[config.mk]
export PLATFORM = sky130hd
export DESIGN_NAME = multichannel_weighted_moving_average_unit
export DESIGN_NICKNAME = d
export VERILOG_FILES = /design/src/rtl/core/mwma_pkg.sv /design/src/rtl/core/mwma_front.sv /design/src/rtl/core/mwma_back.sv /design/src/rtl/core/multichannel_weighted_moving_average_unit.sv
export SDC_FILE = /design/constraint.sdc
export NUM_CORES = 1
export LEC_CHECK = 0
export BUFFER_PORTS_ARGS = -buffer_cell sky130_fd_sc_hd__buf_2
export CORE_AREA = 2 2 299 597
export DETAILED_ROUTE_END_ITERATION = 10
export DIE_AREA = 0 0 301 599
export PLACE_DENSITY = 0.52
export SYNTH_ARGS = -nofsm -noshare
export SYNTH_HDL_FRONTEND = slang
export SYNTH_SLANG_ARGS = --single-unit
[constraint.sdc]
create_clock -name clock -period 6 [get_ports clock]
set_input_delay 0.3 -clock clock [delete_from_list [all_inputs] [get_ports clock]]
set_output_delay 0.3 -clock clock [all_outputs]
set_load 0.1 [all_outputs]
[src/rtl/core/mwma_pkg.sv]
// shared constants, queue item type and width helpers for the weighted moving average unit
package mwma_pkg;

   // default configuration
   localparam int CHANNEL_COUNT_DEFAULT = 8;
   localparam int TAP_COUNT_DEFAULT     = 8;
   localparam int SAMPLE_BITS_DEFAULT   = 12;

   // fixed port field widths
   localparam int CHANNEL_W = 3;
   localparam int SAMPLE_W  = 12;

   // weight of the newest tap, older taps fall off linearly
   localparam int PEAK_WEIGHT = 128;
   localparam int WEIGHT_W    = $clog2(PEAK_WEIGHT + 1);

   // front to back queue depth
   localparam int QUEUE_DEPTH = 2;

   typedef struct packed {
      logic [CHANNEL_W-1:0] channel;
      logic [SAMPLE_W-1:0]  sample;
      logic                 in_range;
   } item_type;

   // stored sample width: only the low sample bits of the port are used
   function automatic int store_bits(input int sample_bits);
      return (sample_bits < SAMPLE_W) ? sample_bits : SAMPLE_W;
   endfunction

endpackage

[src/rtl/core/mwma_front.sv]
// front end: takes request beats, classifies the channel, masks the sample and queues the item
module mwma_front #(
   parameter int CHANNEL_COUNT = mwma_pkg::CHANNEL_COUNT_DEFAULT,
   parameter int SAMPLE_BITS   = mwma_pkg::SAMPLE_BITS_DEFAULT
) (
   input  logic                           clock,
   input  logic                           reset,
   input  logic                           req_valid,
   output logic                           req_stall,
   input  logic [mwma_pkg::CHANNEL_W-1:0] req_channel,
   input  logic [mwma_pkg::SAMPLE_W-1:0]  req_sample,
   output mwma_pkg::item_type             head,
   output logic                           head_valid,
   input  logic                           pop
);

   localparam int STORE_BITS = mwma_pkg::store_bits(SAMPLE_BITS);
   localparam int IDX_BITS   = $clog2(mwma_pkg::QUEUE_DEPTH);
   localparam int CNT_BITS   = $clog2(mwma_pkg::QUEUE_DEPTH + 1);
   localparam logic [mwma_pkg::SAMPLE_W-1:0] SAMPLE_MASK =
      mwma_pkg::SAMPLE_W'((2 ** STORE_BITS) - 1);
   localparam logic [CNT_BITS-1:0] FULL_COUNT = CNT_BITS'(mwma_pkg::QUEUE_DEPTH);

   mwma_pkg::item_type queue_ff [mwma_pkg::QUEUE_DEPTH];
   mwma_pkg::item_type item_in;
   logic [IDX_BITS-1:0] wr_idx_ff, wr_idx_in;
   logic [IDX_BITS-1:0] rd_idx_ff, rd_idx_in;
   logic [CNT_BITS-1:0] count_ff, count_in;
   logic                push;
   logic                pull;

   // classify and mask
   always_comb begin
      item_in.channel  = req_channel;
      item_in.sample   = req_sample & SAMPLE_MASK;
      item_in.in_range = (32'(req_channel) < CHANNEL_COUNT);
   end

   assign req_stall  = (count_ff == FULL_COUNT);
   assign push       = req_valid && !req_stall;
   assign head_valid = (count_ff != '0);
   assign pull       = pop && head_valid;
   assign head       = queue_ff[rd_idx_ff];

   always_comb begin
      wr_idx_in = push ? IDX_BITS'(wr_idx_ff + IDX_BITS'(1)) : wr_idx_ff;
      rd_idx_in = pull ? IDX_BITS'(rd_idx_ff + IDX_BITS'(1)) : rd_idx_ff;
      count_in  = count_ff;
      if (push && !pull) begin
         count_in = count_ff + CNT_BITS'(1);
      end else if (pull && !push) begin
         count_in = count_ff - CNT_BITS'(1);
      end
   end

   always_ff @(posedge clock) begin
      if (reset) begin
         wr_idx_ff <= '0;
         rd_idx_ff <= '0;
         count_ff  <= '0;
      end else begin
         wr_idx_ff <= wr_idx_in;
         rd_idx_ff <= rd_idx_in;
         count_ff  <= count_in;
      end
   end

   always_ff @(posedge clock) begin
      if (push) begin
         queue_ff[wr_idx_ff] <= item_in;
      end
   end

endmodule

[src/rtl/core/mwma_back.sv]
// back end: tap history memory, serial multiply-accumulate, constant divider and result register
module mwma_back #(
   parameter int CHANNEL_COUNT = mwma_pkg::CHANNEL_COUNT_DEFAULT,
   parameter int TAP_COUNT     = mwma_pkg::TAP_COUNT_DEFAULT,
   parameter int SAMPLE_BITS   = mwma_pkg::SAMPLE_BITS_DEFAULT
) (
   input  logic                           clock,
   input  logic                           reset,
   input  mwma_pkg::item_type             head,
   input  logic                           head_valid,
   output logic                           pop,
   output logic                           rsp_valid,
   input  logic                           rsp_stall,
   output logic [mwma_pkg::CHANNEL_W-1:0] rsp_channel_out,
   output logic [mwma_pkg::SAMPLE_W-1:0]  rsp_filtered
);

   localparam int STORE_BITS = mwma_pkg::store_bits(SAMPLE_BITS);
   localparam int AGE_BITS   = $clog2(TAP_COUNT);
   localparam int CH_BITS    = (CHANNEL_COUNT > 1) ? $clog2(CHANNEL_COUNT) : 1;
   localparam int MEM_DEPTH  = CHANNEL_COUNT * TAP_COUNT;
   localparam int ADDR_BITS  = $clog2(MEM_DEPTH);
   localparam int WEIGHT_W   = mwma_pkg::WEIGHT_W;
   localparam int PROD_BITS  = STORE_BITS + WEIGHT_W;

   typedef logic [TAP_COUNT-1:0][WEIGHT_W-1:0] weight_table_type;

   // weight of age position k (oldest first), truncated
   function automatic weight_table_type build_weights();
      weight_table_type tbl;
      for (int k = 0; k < TAP_COUNT; k++) begin
         tbl[k] = WEIGHT_W'(((k + 1) * mwma_pkg::PEAK_WEIGHT) / TAP_COUNT);
      end
      return tbl;
   endfunction

   function automatic int sum_weights();
      int s;
      s = 0;
      for (int k = 0; k < TAP_COUNT; k++) begin
         s = s + ((k + 1) * mwma_pkg::PEAK_WEIGHT) / TAP_COUNT;
      end
      return s;
   endfunction

   localparam weight_table_type WEIGHTS = build_weights();
   localparam int WEIGHT_TOTAL = sum_weights();
   localparam int ACC_BITS     = $clog2(((2 ** STORE_BITS) - 1) * WEIGHT_TOTAL + 1);
   // rounded-up reciprocal of the weight total, exact over the whole accumulator range
   localparam int DIV_SHIFT    = ACC_BITS + $clog2(WEIGHT_TOTAL);
   localparam int RECIP_BITS   = ACC_BITS + 2;
   localparam int SCALED_BITS  = ACC_BITS + RECIP_BITS;
   localparam logic [AGE_BITS-1:0]   LAST_AGE = AGE_BITS'(TAP_COUNT - 1);
   localparam logic [RECIP_BITS-1:0] RECIP    = RECIP_BITS'(
      ((64'd1 << DIV_SHIFT) + 64'(WEIGHT_TOTAL) - 64'd1) / 64'(WEIGHT_TOTAL));

   typedef enum logic [3:0] {
      ST_IDLE   = 4'b0001,
      ST_MAC    = 4'b0010,
      ST_DIVIDE = 4'b0100,
      ST_DONE   = 4'b1000
   } back_state_type;

   function automatic logic [ADDR_BITS-1:0] tap_addr(input logic [CH_BITS-1:0]  ch,
                                                     input logic [AGE_BITS-1:0] slot);
      return ADDR_BITS'(ADDR_BITS'(ch) * ADDR_BITS'(TAP_COUNT) + ADDR_BITS'(slot));
   endfunction

   function automatic logic [AGE_BITS-1:0] next_slot(input logic [AGE_BITS-1:0] slot);
      return (slot == LAST_AGE) ? '0 : AGE_BITS'(slot + AGE_BITS'(1));
   endfunction

   back_state_type state_ff, state_in;

   logic [STORE_BITS-1:0]         tap_mem [MEM_DEPTH];
   logic [STORE_BITS-1:0]         rd_data_ff;
   logic [ADDR_BITS-1:0]          rd_addr;
   logic [ADDR_BITS-1:0]          wr_addr;
   logic                          mem_wr_en;

   logic [AGE_BITS-1:0]           ptr_ff [CHANNEL_COUNT];
   logic [CHANNEL_COUNT-1:0]      wrapped_ff;
   logic                          ptr_wr_en;
   logic [CH_BITS-1:0]            head_ch_idx;
   logic [AGE_BITS-1:0]           head_ptr;
   logic                          head_wrapped;
   logic [STORE_BITS-1:0]         head_sample;

   logic [mwma_pkg::CHANNEL_W-1:0] ch_ff, ch_in;
   logic [CH_BITS-1:0]            ch_idx;
   logic [AGE_BITS-1:0]           ptr_old_ff, ptr_old_in;
   logic                          wrapped_old_ff, wrapped_old_in;
   logic [AGE_BITS-1:0]           slot_ff, slot_in;
   logic [AGE_BITS-1:0]           age_ff, age_in;
   logic                          s1_valid_ff, s1_valid_in;
   logic [AGE_BITS-1:0]           s1_age_ff, s1_age_in;
   logic                          s1_live_ff, s1_live_in;
   logic [ACC_BITS-1:0]           acc_ff, acc_in;
   logic [STORE_BITS-1:0]         mac_operand;
   logic [PROD_BITS-1:0]          product;
   logic [PROD_BITS-1:0]          newest_product;

   logic [STORE_BITS-1:0]         quo_ff, quo_in;
   logic [SCALED_BITS-1:0]        scaled;

   logic                          rsp_load;
   logic                          rsp_valid_ff;
   logic [mwma_pkg::CHANNEL_W-1:0] rsp_channel_ff;
   logic [STORE_BITS-1:0]         rsp_filtered_ff;

   // per channel ring state of the item at the head of the queue
   assign head_ch_idx  = CH_BITS'(head.channel);
   assign head_ptr     = ptr_ff[head_ch_idx];
   assign head_wrapped = wrapped_ff[head_ch_idx];
   assign head_sample  = head.sample[STORE_BITS-1:0];
   assign wr_addr      = tap_addr(head_ch_idx, head_ptr);
   assign ch_idx       = CH_BITS'(ch_ff);
   assign rd_addr      = tap_addr(ch_idx, slot_ff);

   // taps never written since reset read as zero
   assign mac_operand    = s1_live_ff ? rd_data_ff : '0;
   assign product        = PROD_BITS'(mac_operand) * PROD_BITS'(WEIGHTS[s1_age_ff]);
   assign newest_product = PROD_BITS'(head_sample) * PROD_BITS'(WEIGHTS[LAST_AGE]);

   // divide by the constant weight total through its reciprocal
   assign scaled = SCALED_BITS'(acc_ff) * SCALED_BITS'(RECIP);

   always_comb begin
      state_in       = state_ff;
      ch_in          = ch_ff;
      ptr_old_in     = ptr_old_ff;
      wrapped_old_in = wrapped_old_ff;
      slot_in        = slot_ff;
      age_in         = age_ff;
      s1_valid_in    = 1'b0;
      s1_age_in      = age_ff;
      s1_live_in     = wrapped_old_ff || (slot_ff < ptr_old_ff);
      acc_in         = acc_ff;
      quo_in         = quo_ff;
      pop            = 1'b0;
      mem_wr_en      = 1'b0;
      ptr_wr_en      = 1'b0;
      rsp_load       = 1'b0;
      unique case (state_ff)
         ST_IDLE: begin
            if (head_valid) begin
               pop   = 1'b1;
               ch_in = head.channel;
               if (head.in_range) begin
                  mem_wr_en      = 1'b1;
                  ptr_wr_en      = 1'b1;
                  ptr_old_in     = head_ptr;
                  wrapped_old_in = head_wrapped;
                  slot_in        = next_slot(head_ptr);
                  age_in         = '0;
                  acc_in         = ACC_BITS'(newest_product);
                  state_in       = ST_MAC;
               end else begin
                  quo_in   = '0;
                  state_in = ST_DONE;
               end
            end
         end
         ST_MAC: begin
            if (s1_valid_ff) begin
               acc_in = ACC_BITS'(acc_ff + ACC_BITS'(product));
            end
            if (age_ff != LAST_AGE) begin
               s1_valid_in = 1'b1;
               age_in      = AGE_BITS'(age_ff + AGE_BITS'(1));
               slot_in     = next_slot(slot_ff);
            end else if (!s1_valid_ff) begin
               state_in = ST_DIVIDE;
            end
         end
         ST_DIVIDE: begin
            quo_in   = STORE_BITS'(scaled >> DIV_SHIFT);
            state_in = ST_DONE;
         end
         ST_DONE: begin
            if (!rsp_valid_ff || !rsp_stall) begin
               rsp_load = 1'b1;
               state_in = ST_IDLE;
            end
         end
         default: begin
            state_in = ST_IDLE;
         end
      endcase
   end

   always_ff @(posedge clock) begin
      if (reset) begin
         state_ff     <= ST_IDLE;
         s1_valid_ff  <= 1'b0;
         rsp_valid_ff <= 1'b0;
         wrapped_ff   <= '0;
         for (int c = 0; c < CHANNEL_COUNT; c++) begin
            ptr_ff[c] <= '0;
         end
      end else begin
         state_ff    <= state_in;
         s1_valid_ff <= s1_valid_in;
         if (rsp_load) begin
            rsp_valid_ff <= 1'b1;
         end else if (!rsp_stall) begin
            rsp_valid_ff <= 1'b0;
         end
         if (ptr_wr_en) begin
            ptr_ff[head_ch_idx] <= next_slot(head_ptr);
            if (head_ptr == LAST_AGE) begin
               wrapped_ff[head_ch_idx] <= 1'b1;
            end
         end
      end
   end

   always_ff @(posedge clock) begin
      ch_ff          <= ch_in;
      ptr_old_ff     <= ptr_old_in;
      wrapped_old_ff <= wrapped_old_in;
      slot_ff        <= slot_in;
      age_ff         <= age_in;
      s1_age_ff      <= s1_age_in;
      s1_live_ff     <= s1_live_in;
      acc_ff         <= acc_in;
      quo_ff         <= quo_in;
      if (rsp_load) begin
         rsp_channel_ff  <= ch_ff;
         rsp_filtered_ff <= quo_ff;
      end
   end

   // tap history, one write and one registered read port
   always_ff @(posedge clock) begin
      if (mem_wr_en) begin
         tap_mem[wr_addr] <= head_sample;
      end
      rd_data_ff <= tap_mem[rd_addr];
   end

   assign rsp_valid       = rsp_valid_ff;
   assign rsp_channel_out = rsp_channel_ff;
   assign rsp_filtered    = mwma_pkg::SAMPLE_W'(rsp_filtered_ff);

endmodule

[src/rtl/core/multichannel_weighted_moving_average_unit.sv]
// Multichannel linear weighted moving average: each request beat carries a channel and a
// converter sample; the sample goes into that channel's ring of TAP_COUNT taps and the unit
// returns one response beat with the channel and the weighted mean of the ring, the newest
// tap weighted PEAK_WEIGHT and each older tap a linear step less, truncated. Channels at or
// above CHANNEL_COUNT leave all state alone and return a filtered value of zero. Bits of the
// sample above SAMPLE_BITS are ignored. Ring pointers start at zero after reset and the tap history
// is not cleared; a per channel wrap flag marks taps never written, which read as zero, so there is no
// clearing pass and the unit is ready in the first cycle after reset. Items are worked one at
// a time: an in-range item has its tap written and its newest product formed, then the single
// read port of the tap memory feeds one multiply-accumulate per older tap, then the sum is
// divided by the constant weight total through a reciprocal multiply and the response register
// is loaded; an out-of-range item goes straight to loading the response. A two-beat queue in
// front and a response register at the back keep both sides flowing while the other stalls.
module multichannel_weighted_moving_average_unit #(
   parameter int CHANNEL_COUNT = mwma_pkg::CHANNEL_COUNT_DEFAULT,
   parameter int TAP_COUNT     = mwma_pkg::TAP_COUNT_DEFAULT,
   parameter int SAMPLE_BITS   = mwma_pkg::SAMPLE_BITS_DEFAULT
) (
   input  logic                           clock,
   input  logic                           reset,
   // request channel
   input  logic                           req_valid,
   output logic                           req_stall,
   input  logic [mwma_pkg::CHANNEL_W-1:0] req_channel,
   input  logic [mwma_pkg::SAMPLE_W-1:0]  req_sample,
   // response channel
   output logic                           rsp_valid,
   input  logic                           rsp_stall,
   output logic [mwma_pkg::CHANNEL_W-1:0] rsp_channel_out,
   output logic [mwma_pkg::SAMPLE_W-1:0]  rsp_filtered
);

   // queue head handed from front to back
   mwma_pkg::item_type head;
   logic               head_valid;
   logic               pop;

   // front: classify channel, mask sample, queue the beat
   mwma_front #(
      .CHANNEL_COUNT (CHANNEL_COUNT),
      .SAMPLE_BITS   (SAMPLE_BITS)
   ) u_front (
      .clock       (clock),
      .reset       (reset),
      .req_valid   (req_valid),
      .req_stall   (req_stall),
      .req_channel (req_channel),
      .req_sample  (req_sample),
      .head        (head),
      .head_valid  (head_valid),
      .pop         (pop)
   );

   // back: write the tap, accumulate the newest tap then the rest oldest first, divide, hold the response
   mwma_back #(
      .CHANNEL_COUNT (CHANNEL_COUNT),
      .TAP_COUNT     (TAP_COUNT),
      .SAMPLE_BITS   (SAMPLE_BITS)
   ) u_back (
      .clock           (clock),
      .reset           (reset),
      .head            (head),
      .head_valid      (head_valid),
      .pop             (pop),
      .rsp_valid       (rsp_valid),
      .rsp_stall       (rsp_stall),
      .rsp_channel_out (rsp_channel_out),
      .rsp_filtered    (rsp_filtered)
   );

endmodule

==> reports/results.ini <==
[outcome]
status=complete, no violations

[global_route]
grt_max_degree=81
grt_pass1_wl_um=166000
first_global_vias=24615
grt_overflow=0
grt_use_total=0.127
grt_antenna_before_repair=2

[drt]
wl_per_cell_um=22.0
drtIter0Drc=1183
post-route-drc-count=0
drt_wl_total_um=115000
first_pass_iters=5
vias=22507
drtAntennaViolNets=0
via_per_inst=4.32

[finish]
finish.net_count=3258
area_growth_pct=18.1
fill_cells=17323
ff_latch_area_mm2=0.0271
multi_input_area_mm2=0.0156
drive_gt1_frac=0.254

[timing]
timing.fmax_mhz=171
worstMarginPinSlew_ps=1250
maxSlewViolCount=0
slew_headroom=0.170
report.final.hold_viol_count=0
period_share=0.972
setup_viol=0
period_needed_ps=5830
whs_ps=143
skew_ps=61.1
rsz0062_at_grt=yes
worst_slack_ps=167

[placement]
place_hpwl_um=83700
gp_congestion=0.870
port_buffers=35
dpl_worst_slack_ps=-354

[setup_path]
critical_path_buf_inv_count=8
startpoint_type=flop
arrival_ps=6380
cp.required_ps=6550
crit_slowest_cell=fa_1
cpMostUsedCell=fa_1
crit_family=adder cells
cp-end-kind=flop
path_max_fanout=3
critical_path_class=reg -> reg
cpPeakStageDelay_ps=580

[synth]
synth_mux_area_frac=0.133
synth_top_area_frac=0.605
synthCells=2535
yosysWarnings=0
yosys.area_share.adder=0.144
synth_xor_area_frac=0.00621
synth-seq-cells=916
yosys.cell_types.count=57
avgSynthCellArea_um2=17.2
yosysTopAreaCell=edfxtp_1
synth_top_family_by_area=adder cells
netlist_area_mm2=0.0437
synth_area_leaders=edfxtp_1, mux4_2, ha_1, fa_1, inv_1
yosysSeqAreaShare=0.621
synth_compound_area_frac=0.0236
synth_enable_flop_cells=880
synthSimpleGateAreaFrac=0.0402
ys.flop_type=edfxtp_1
synthArstFlopShare=0

[clocking]
cts_root_buffer=clkbuf_16
h-tree-depth=3
cts_tree=yes
clock_path_buffers=3
cts_buffers=84
clk-insertion-delay-late_ps=710
cts.sinks=916
clkTransAtPathRegs_ps=70

[floorplan]
core_area_mm2=0.176
ios=36
fp.dieH_um=599
rows=218
start_util=0.248
die_w_um=301
dieArea_mm2=0.180

[hold_path]
min_path_type=in -> reg

[run]
drv_cap=0

==> worst register-to-register path: cells and delay by family (launching register included) <==
| family | cells | cell delay [ps] |
|---|---|---|
| AOI/OAI and AO/OA | 6 | 1110 |
| DFF | 1 | 420 |
| xor gates and xnor gates | 1 | 180 |
| adders and majority gates | 8 | 3080 |
| and+or+nand+nor | 2 | 210 |
| buffers and inverters | 8 | 710 |
==> layout by cell type, fill, tap and decap left out, types with 47 or more instances in the layout <==
cell,instances
clkbuf_16,86
edfxtp_1,880
mux4_2,240
a21oi_1,47
ha_1,240
nor2_1,144
fa_1,145
nand2_1,91
inv_1,250
buf_4,217
==> routing by layer <==
| metal | global-route usage | up-vias | wire (µm) |
|---|---|---|---|
| li1 | - | 10124 | - |
| met2 | 0.265 | 385 | 69000 |
| met5 | 0 | - | 9 |
| met4 | 0.0678 | 2 | 6420 |
| met3 | 0.0161 | 179 | 2820 |
| met1 | 0.115 | 11817 | 36300 |
==> kinds of logic after synthesis <==
| logic type | count (synthesis) |
|---|---|
| other | 2 |
| and+or+nand+nor | 386 |
| DFF | 916 |
| xor gates and xnor gates | 31 |
| buffers and inverters | 351 |
| adders and majority gates | 410 |
| AOI/OAI and AO/OA | 164 |
| muxes | 275 |
==> registers in the layout, summed over array words and instances (netlist names), named ones only <==
name                    flops
u_back.slot_ff              3
u_back.s1_valid_ff          1
u_back.tap_mem            768
u_back.ch_ff                3
u_back.state_ff             4
u_back.wrapped_ff           8
u_back.ptr_old_ff           3
u_front.rd_idx_ff           1
u_back.s1_live_ff           1
u_back.rd_data_ff          12
u_front.count_ff            2
u_back.rsp_filtered        12
u_front.wr_idx_ff           1
u_back.acc_ff              18
u_back.rsp_valid            1
u_back.wrapped_old_ff       1
u_back.rsp_channel_out      3
u_front.queue_ff           30
u_back.age_ff               3
u_back.quo_ff              12
u_back.ptr_ff              24
==> path summary, 6_finish.rpt <==
| path | from | to | slack (ps) | cells past startpoint |
|---|---|---|---|---|
| hold reg to reg | u_back.quo_ff[5]$_SDFFCE_PN0P_ | u_back.rsp_filtered[5]$_DFFE_PP_ | 420 | 0 |
| setup reg to reg | u_back.acc_ff[20]$_SDFFCE_PN0P_ | u_back.quo_ff[9]$_SDFFCE_PN0P_ | 170 | 25 |
| setup / recovery | u_back.acc_ff[20]$_SDFFCE_PN0P_ | u_back.quo_ff[9]$_SDFFCE_PN0P_ | 170 | 25 |
| hold / removal | reset | u_back.wrapped_ff[5]$_SDFFE_PP0P_ | 140 | 2 |
==> synthesized netlist by cell type (all sizes together), types with 28 or more instances <==
library cell  count
a21oi            55
and3             28
buf              40
clkbuf           49
dfxtp            36
edfxtp          880
fa              154
ha              256
inv             262
mux4            240
nand2            93
nor2            151
o21ai            30
==> per-stage QoR <==
stage,cell area [µm²],utilization,cells,TNS (ps)
after floorplan,43800,-,2552,0
final,51600,0.293,5209,0
after CTS,51300,0.292,5201,-17.1
after global routing,51600,0.293,5208,-191
after detailed placement,48100,0.273,5019,-2100
after global placement,48100,0.273,5018,-7720
==> final cells by class <==
type                    instances  share of cell area
inverters                     262              0.0190
multi-input cells            1285               0.302
flip-flops and latches        916               0.526
clock inverters                51              0.0115
repair buffers                280              0.0414
clock buffers                 103              0.0443
well taps                    2310              0.0560
diodes                          2           0.0000969
==> repair_timing <==
item	in CTS	in global routing
endpoints found under the setup margin	11	12
pin swaps	19	27
setup buffers	12	8
gates resized for setup	25	52
hold buffers	17	0
hold endpoints to repair	33	0
Power is left out: the tool's default activity adds up to more than one toggle a clock period on the data nets, which glitch-free logic cannot reach.
